$ cat src/sv/bra_pkg.sv
// Shared types and constants for the bitmap run allocator.
package bra_pkg;

    localparam int UNIT_W      = 8;                 // units per map byte
    localparam int LANE_AW     = $clog2(UNIT_W);    // bit position inside a byte
    localparam int ROW_BYTES   = 8;                 // bytes per storage row
    localparam int ROW_W       = ROW_BYTES * UNIT_W;
    localparam int ROW_SH      = $clog2(ROW_W);     // unit index to row index shift
    localparam int INDEX_BYTES = 512;               // bytes a 12-bit unit index reaches
    localparam int IDX_W       = 12;
    localparam int LEN_W       = 13;
    localparam int CFG_W       = 10;

    typedef enum logic [1:0] {
        CMD_SCAN  = 2'd0,
        CMD_SET   = 2'd1,
        CMD_CLEAR = 2'd2,
        CMD_TEST  = 2'd3
    } t_cmd;

    typedef struct packed {
        logic               hit;
        logic [LANE_AW-1:0] pos;
        logic [LEN_W-1:0]   run;
    } t_lane_res;

endpackage

$ cat src/sv/bra_lane_step.sv
// Run counter step over one map byte: carries the free run and flags the first fit.
module bra_lane_step import bra_pkg::*; (
    input  logic [UNIT_W-1:0] i_byte,
    input  logic [LEN_W-1:0]  i_run,
    input  logic [LEN_W-1:0]  i_len,
    output t_lane_res         o_res
);

    always_comb begin
        logic [LEN_W-1:0]   run;
        logic               hit;
        logic [LANE_AW-1:0] pos;
        run = i_run;
        hit = 1'b0;
        pos = '0;
        for (int j = 0; j < UNIT_W; j++) begin
            if (!hit) begin
                if (i_byte[j]) begin
                    run = '0;
                end else begin
                    run = run + 1'b1;
                end
                if (run == i_len) begin
                    hit = 1'b1;
                    pos = LANE_AW'(j);
                end
            end
        end
        o_res.hit = hit;
        o_res.pos = pos;
        o_res.run = run;
    end

endmodule

$ cat config.mk
export PLATFORM = sky130hd
export DESIGN_NAME = bra_lane_step
export DESIGN_NICKNAME = d
export VERILOG_FILES = /design/src/sv/bra_pkg.sv /design/src/sv/bra_lane_step.sv
export SDC_FILE = /design/constraint.sdc
export NUM_CORES = 1
export LEC_CHECK = 0
export ABC_AREA = 1
export BUFFER_PORTS_ARGS = -buffer_cell sky130_fd_sc_hd__buf_4
export CELL_PAD_IN_SITES_DETAIL_PLACEMENT = 0
export CELL_PAD_IN_SITES_GLOBAL_PLACEMENT = 1
export CORE_MARGIN = 1.5
export CORE_UTILIZATION = 30
export DETAILED_ROUTE_END_ITERATION = 6
export PLACE_DENSITY_LB_ADDON = 0.15
export SKIP_LAST_GASP = 1
export SLEW_MARGIN = 20
export SYNTH_ARGS = -nofsm -noshare
export SYNTH_HDL_FRONTEND = slang
export SYNTH_SLANG_ARGS = --single-unit
export TNS_END_PERCENT = 1
$ cat constraint.sdc
create_clock -name vclk -period 7.3
set_input_delay 0.73 -clock vclk [all_inputs]
set_output_delay 0.73 -clock vclk [all_outputs]
set_load 0.02 [all_outputs]
After elaboration in Yosys (flattened, before gate mapping)
Index checks and enable logic that the tools add are counted.
{"block": "op_classes", "n_addsub": 8, "n_eq_ne": 8, "mux": 51}
{"op": "$mux W13", "n": 22}
{"op": "$add A13 B1 Y13 const B", "n": 8}
{"op": "$eq A13 B13 Y1", "n": 8}
{"op": "$mux W3", "n": 12}
{"op": "$mux W1", "n": 17}
{"block": "word_totals", "ff_bits": 0, "out_inout_bits": 17, "elab_cells": 67}

Longest topological paths before layout
{"block": "logic_depth", "ltp_word": 32, "depth_mapped": 67, "ltp_nobuf": 67}

Least setup slack after synthesis
No wires, ideal clock.
{"block": "synth_path", "kind": "input port to output port", "from": "input i_run[0]", "to": "output o_res[15] in the netlist's numbering", "arrival_time_ns": 7.132, "path_slack_ns": -0.562, "path_stages": 60, "n_path_buf": 0, "path_cell_list": "ha_1 -> nand2_1 -> inv_1 -> ha_1 -> nand2_1 -> xor2_1 -> a21oi_1 -> nand3_1 -> a21oi_1 -> nand2_1 -> nor2_1 -> nand3_1 -> nor2_4 -> nand2_4 -> nand2_4 -> nand2_1 -> nand2_2 -> ha_1 -> [... 24 more ...] -> nor2_2 -> nand3_4 -> nand2_4 -> o21ai_2 -> inv_1 -> ha_1 -> nand3_1 -> nor2_2 -> nand2_1 -> nor2_2 -> nand2_1 -> nand2_1 -> nand3_1 -> nand2_1 -> nand3_1 -> nor2_2 -> nand2_2 -> a21oi_2"}
{"element": "start: declaration", "line_no": "bra_lane_step.sv:4", "source": "input logic [LEN_W-1:0] i_run,"}
{"element": "end: declaration", "line_no": "bra_lane_step.sv:6", "source": "output t_lane_res o_res"}

==> results.txt <==
Most common library cell in the layout ignoring fill and taps: nand2_1
Synth Area per Inst: 4.81 sq um
Post-route design area: 12,100 sq um
Routed wire per std cell: 15.1 um
Vias in the first global route: 10,600
Largest net degree at the start of global routing: 23
Reg area: 0 sq um
Crit-path slowest cell: and3_1
FF+latch count: 0
Critical path class: in2out
Die H: 160 um
Outcome: finished, violations left
Relative slew slack: 0.461
Die area: 25,500 sq um
Slew Limit Fails: 0
Hold Path Sink: o_res[7]
Vias per cell: 4.86
Post-layout min period: 8.51 ns
First-pass GRT wire length: 55,200 um
Syn Nets: 1,573
Worst Max-Slew Pin Slew: 0.807 ns
Share of layout cells above drive strength 1: 0.399
GRT Total Usage: 0.271
Worst Path Max Fanout: 7
DP Area: 11,300 sq um
Multi-input gate area: 7070 sq um
LEAKAGE: 6.37 nW
DP Wirelength: 29,100 um
Fin nets: 2,047
Initial antenna violation count: 0
Number of routed nets with antenna violations: 0
Post-route worst setup slack: -1.21 ns
Max stage delay on crit path: 0.22 ns
RSZ-0062 raised after global routing: true
Via Count: 11,300
Initial Util: 0.304
Core Area: 24,200 sq um
Total grt overflow: 0
Synth Warn #: 0
Mapped Area: 7360 sq um
PD cells: 34.7 nW/um^2
Max VDD drop: 0.0261 mV
Drt pass-1 iters: 5
Failing checks: setup timing
Crit path top cell by count: buf_4
Critical Path RT: 6.57 ns
Residual DRC: 0
CTS Hold Buffers Added: 0
Non-Filler Instances: 2,327
Layout clock buffer count: 0
Post-synthesis instance total: 1,531
Final wirelength: 35,000 um
Ant diodes: 0
Most frequent cells in the layout: nand2_1, buf_4, nand3_1
FP Rows: 57
Final Setup Violations: 17
Yosys cell types: 44
IO buf count: 51
Period utilization: 1.17
Post-synthesis sequential area ratio: 0
Routability Congestion: 0.914
Final Hold Fails: 0
Hold Path Depth: 5
Setup crit start kind: input pin
Hold Path Origin: i_byte[7]
Filler instances: 2,657
DP Cell Count: 2,284
WP data arrival: 7.78 ns
Critical Path End Type: primary output
Maxcap violations: 0
Die Wd: 160 um
1st-iter DRT viols: 611
I/O pin count: 51
HP Class: in2out
Fmax: 0.118 GHz
Layout area overhead: 64.5%
==> power by group <==
| group | leakage [nW] | switching [mW] | internal [mW] | total (mW) |
|---|---|---|---|---|
| sequential | 0 | 0 | 0 | 0 |
| clock | 0 | 0 | 0 | 0 |
| combinational | 6.37 | 0.238 | 0.183 | 0.420 |
| total | 6.37 | 0.238 | 0.183 | 0.420 |
==> worst max-delay path by stage <==
stage	start	end	slack [ns]	cells past startpoint
after floorplan	i_run[1]	o_res[15]	-0.26	61
after global placement	i_run[1]	o_res[15]	-1.39	67
after detailed placement	i_run[1]	o_res[15]	-1.48	67
after CTS	i_run[1]	o_res[15]	-1.06	60
after global routing	i_run[1]	o_res[15]	-1.79	62
final	i_run[1]	o_res[15]	-1.21	61
==> per-stage QoR <==
stage / hold slack [ns] / TNS [ns] / utilization / total power [mW] / setup slack, ns
finish: 1.87 / -17.51 / 0.501 / 0.420 / -1.21
global route: 1.91 / -29.68 / 0.501 / 0.458 / -1.79
CTS: 1.87 / -16.63 / 0.491 / 0.408 / -1.06
detailed placement: 1.86 / -20.20 / 0.467 / 0.391 / -1.48
global placement: 1.86 / -19.47 / 0.467 / 0.390 / -1.39
floorplan: 1.68 / -3.32 / - / 0.196 / -0.258
==> Yosys cell counts, types with 2 or more instances <==
library cell / n / area [sq um]
inv_2: 15 / 56.3
clkbuf_1: 4 / 15.0
a211oi_1: 2 / 15.0
a21oi_1: 14 / 70.1
nor2_2: 48 / 300
nand2_1: 623 / 2340
nor2_1: 147 / 552
o21ai_0: 29 / 145
nand3_2: 23 / 230
inv_1: 136 / 510
nand2_2: 57 / 357
buf_2: 20 / 100
nor3_1: 3 / 15.0
nor2_4: 16 / 180
o21ai_2: 10 / 87.6
buf_1: 2 / 7.51
nand3b_1: 8 / 60.1
ha_1: 8 / 100
xor2_1: 17 / 149
buf_6: 9 / 101
nand3_1: 205 / 1030
nor4_1: 2 / 12.5
nand3_4: 3 / 52.6
buf_4: 6 / 45.0
nand4_1: 68 / 425
o21bai_2: 2 / 22.5
nand2_4: 8 / 90.1
buf_8: 2 / 30.0
clkinv_1: 16 / 60.1
o21ai_1: 13 / 65.1
a21boi_1: 2 / 15.0
==> cell type report <==
cell class | instances | share of cell area
inverter | 167 | 0.0518
tap | 324 | 0.0335
timing repair buffer | 515 | 0.331
multi-input combinational | 1321 | 0.584
==> layer usage <==
metal,share of wire,up-vias,global-route usage
li1,-,5853,-
met4,0.026,0,0.0570
met3,0.031,50,0.00675
met5,0,-,0
met2,0.49,217,0.492
met1,0.45,5198,0.356
==> critical path: cells and delay by family <==
family                   cells  cell delay (ns)
AO/OA/AOI/OAI                2             0.24
XOR/XNOR                     1             0.16
adder cells (fa/ha/maj)      3             0.53
buffers and inverters       22             2.61
AND/OR/NAND/NOR             33             3.50
==> kinds of logic after synthesis <==
kind of cell	synth area share
buffers and inverters	0.126
adder cells (fa/ha/maj)	0.0136
AND/OR/NAND/NOR	0.769
XOR/XNOR	0.0224
AO/OA/AOI/OAI	0.0682
==> timing repair <==
item	in CTS	in global routing
cloned	1	1
resized for setup	79	41
endpoints found under the setup margin	17	17
pin swaps	57	21
setup buffers	33	8
Note: power is estimated with default switching activity, not from simulation.
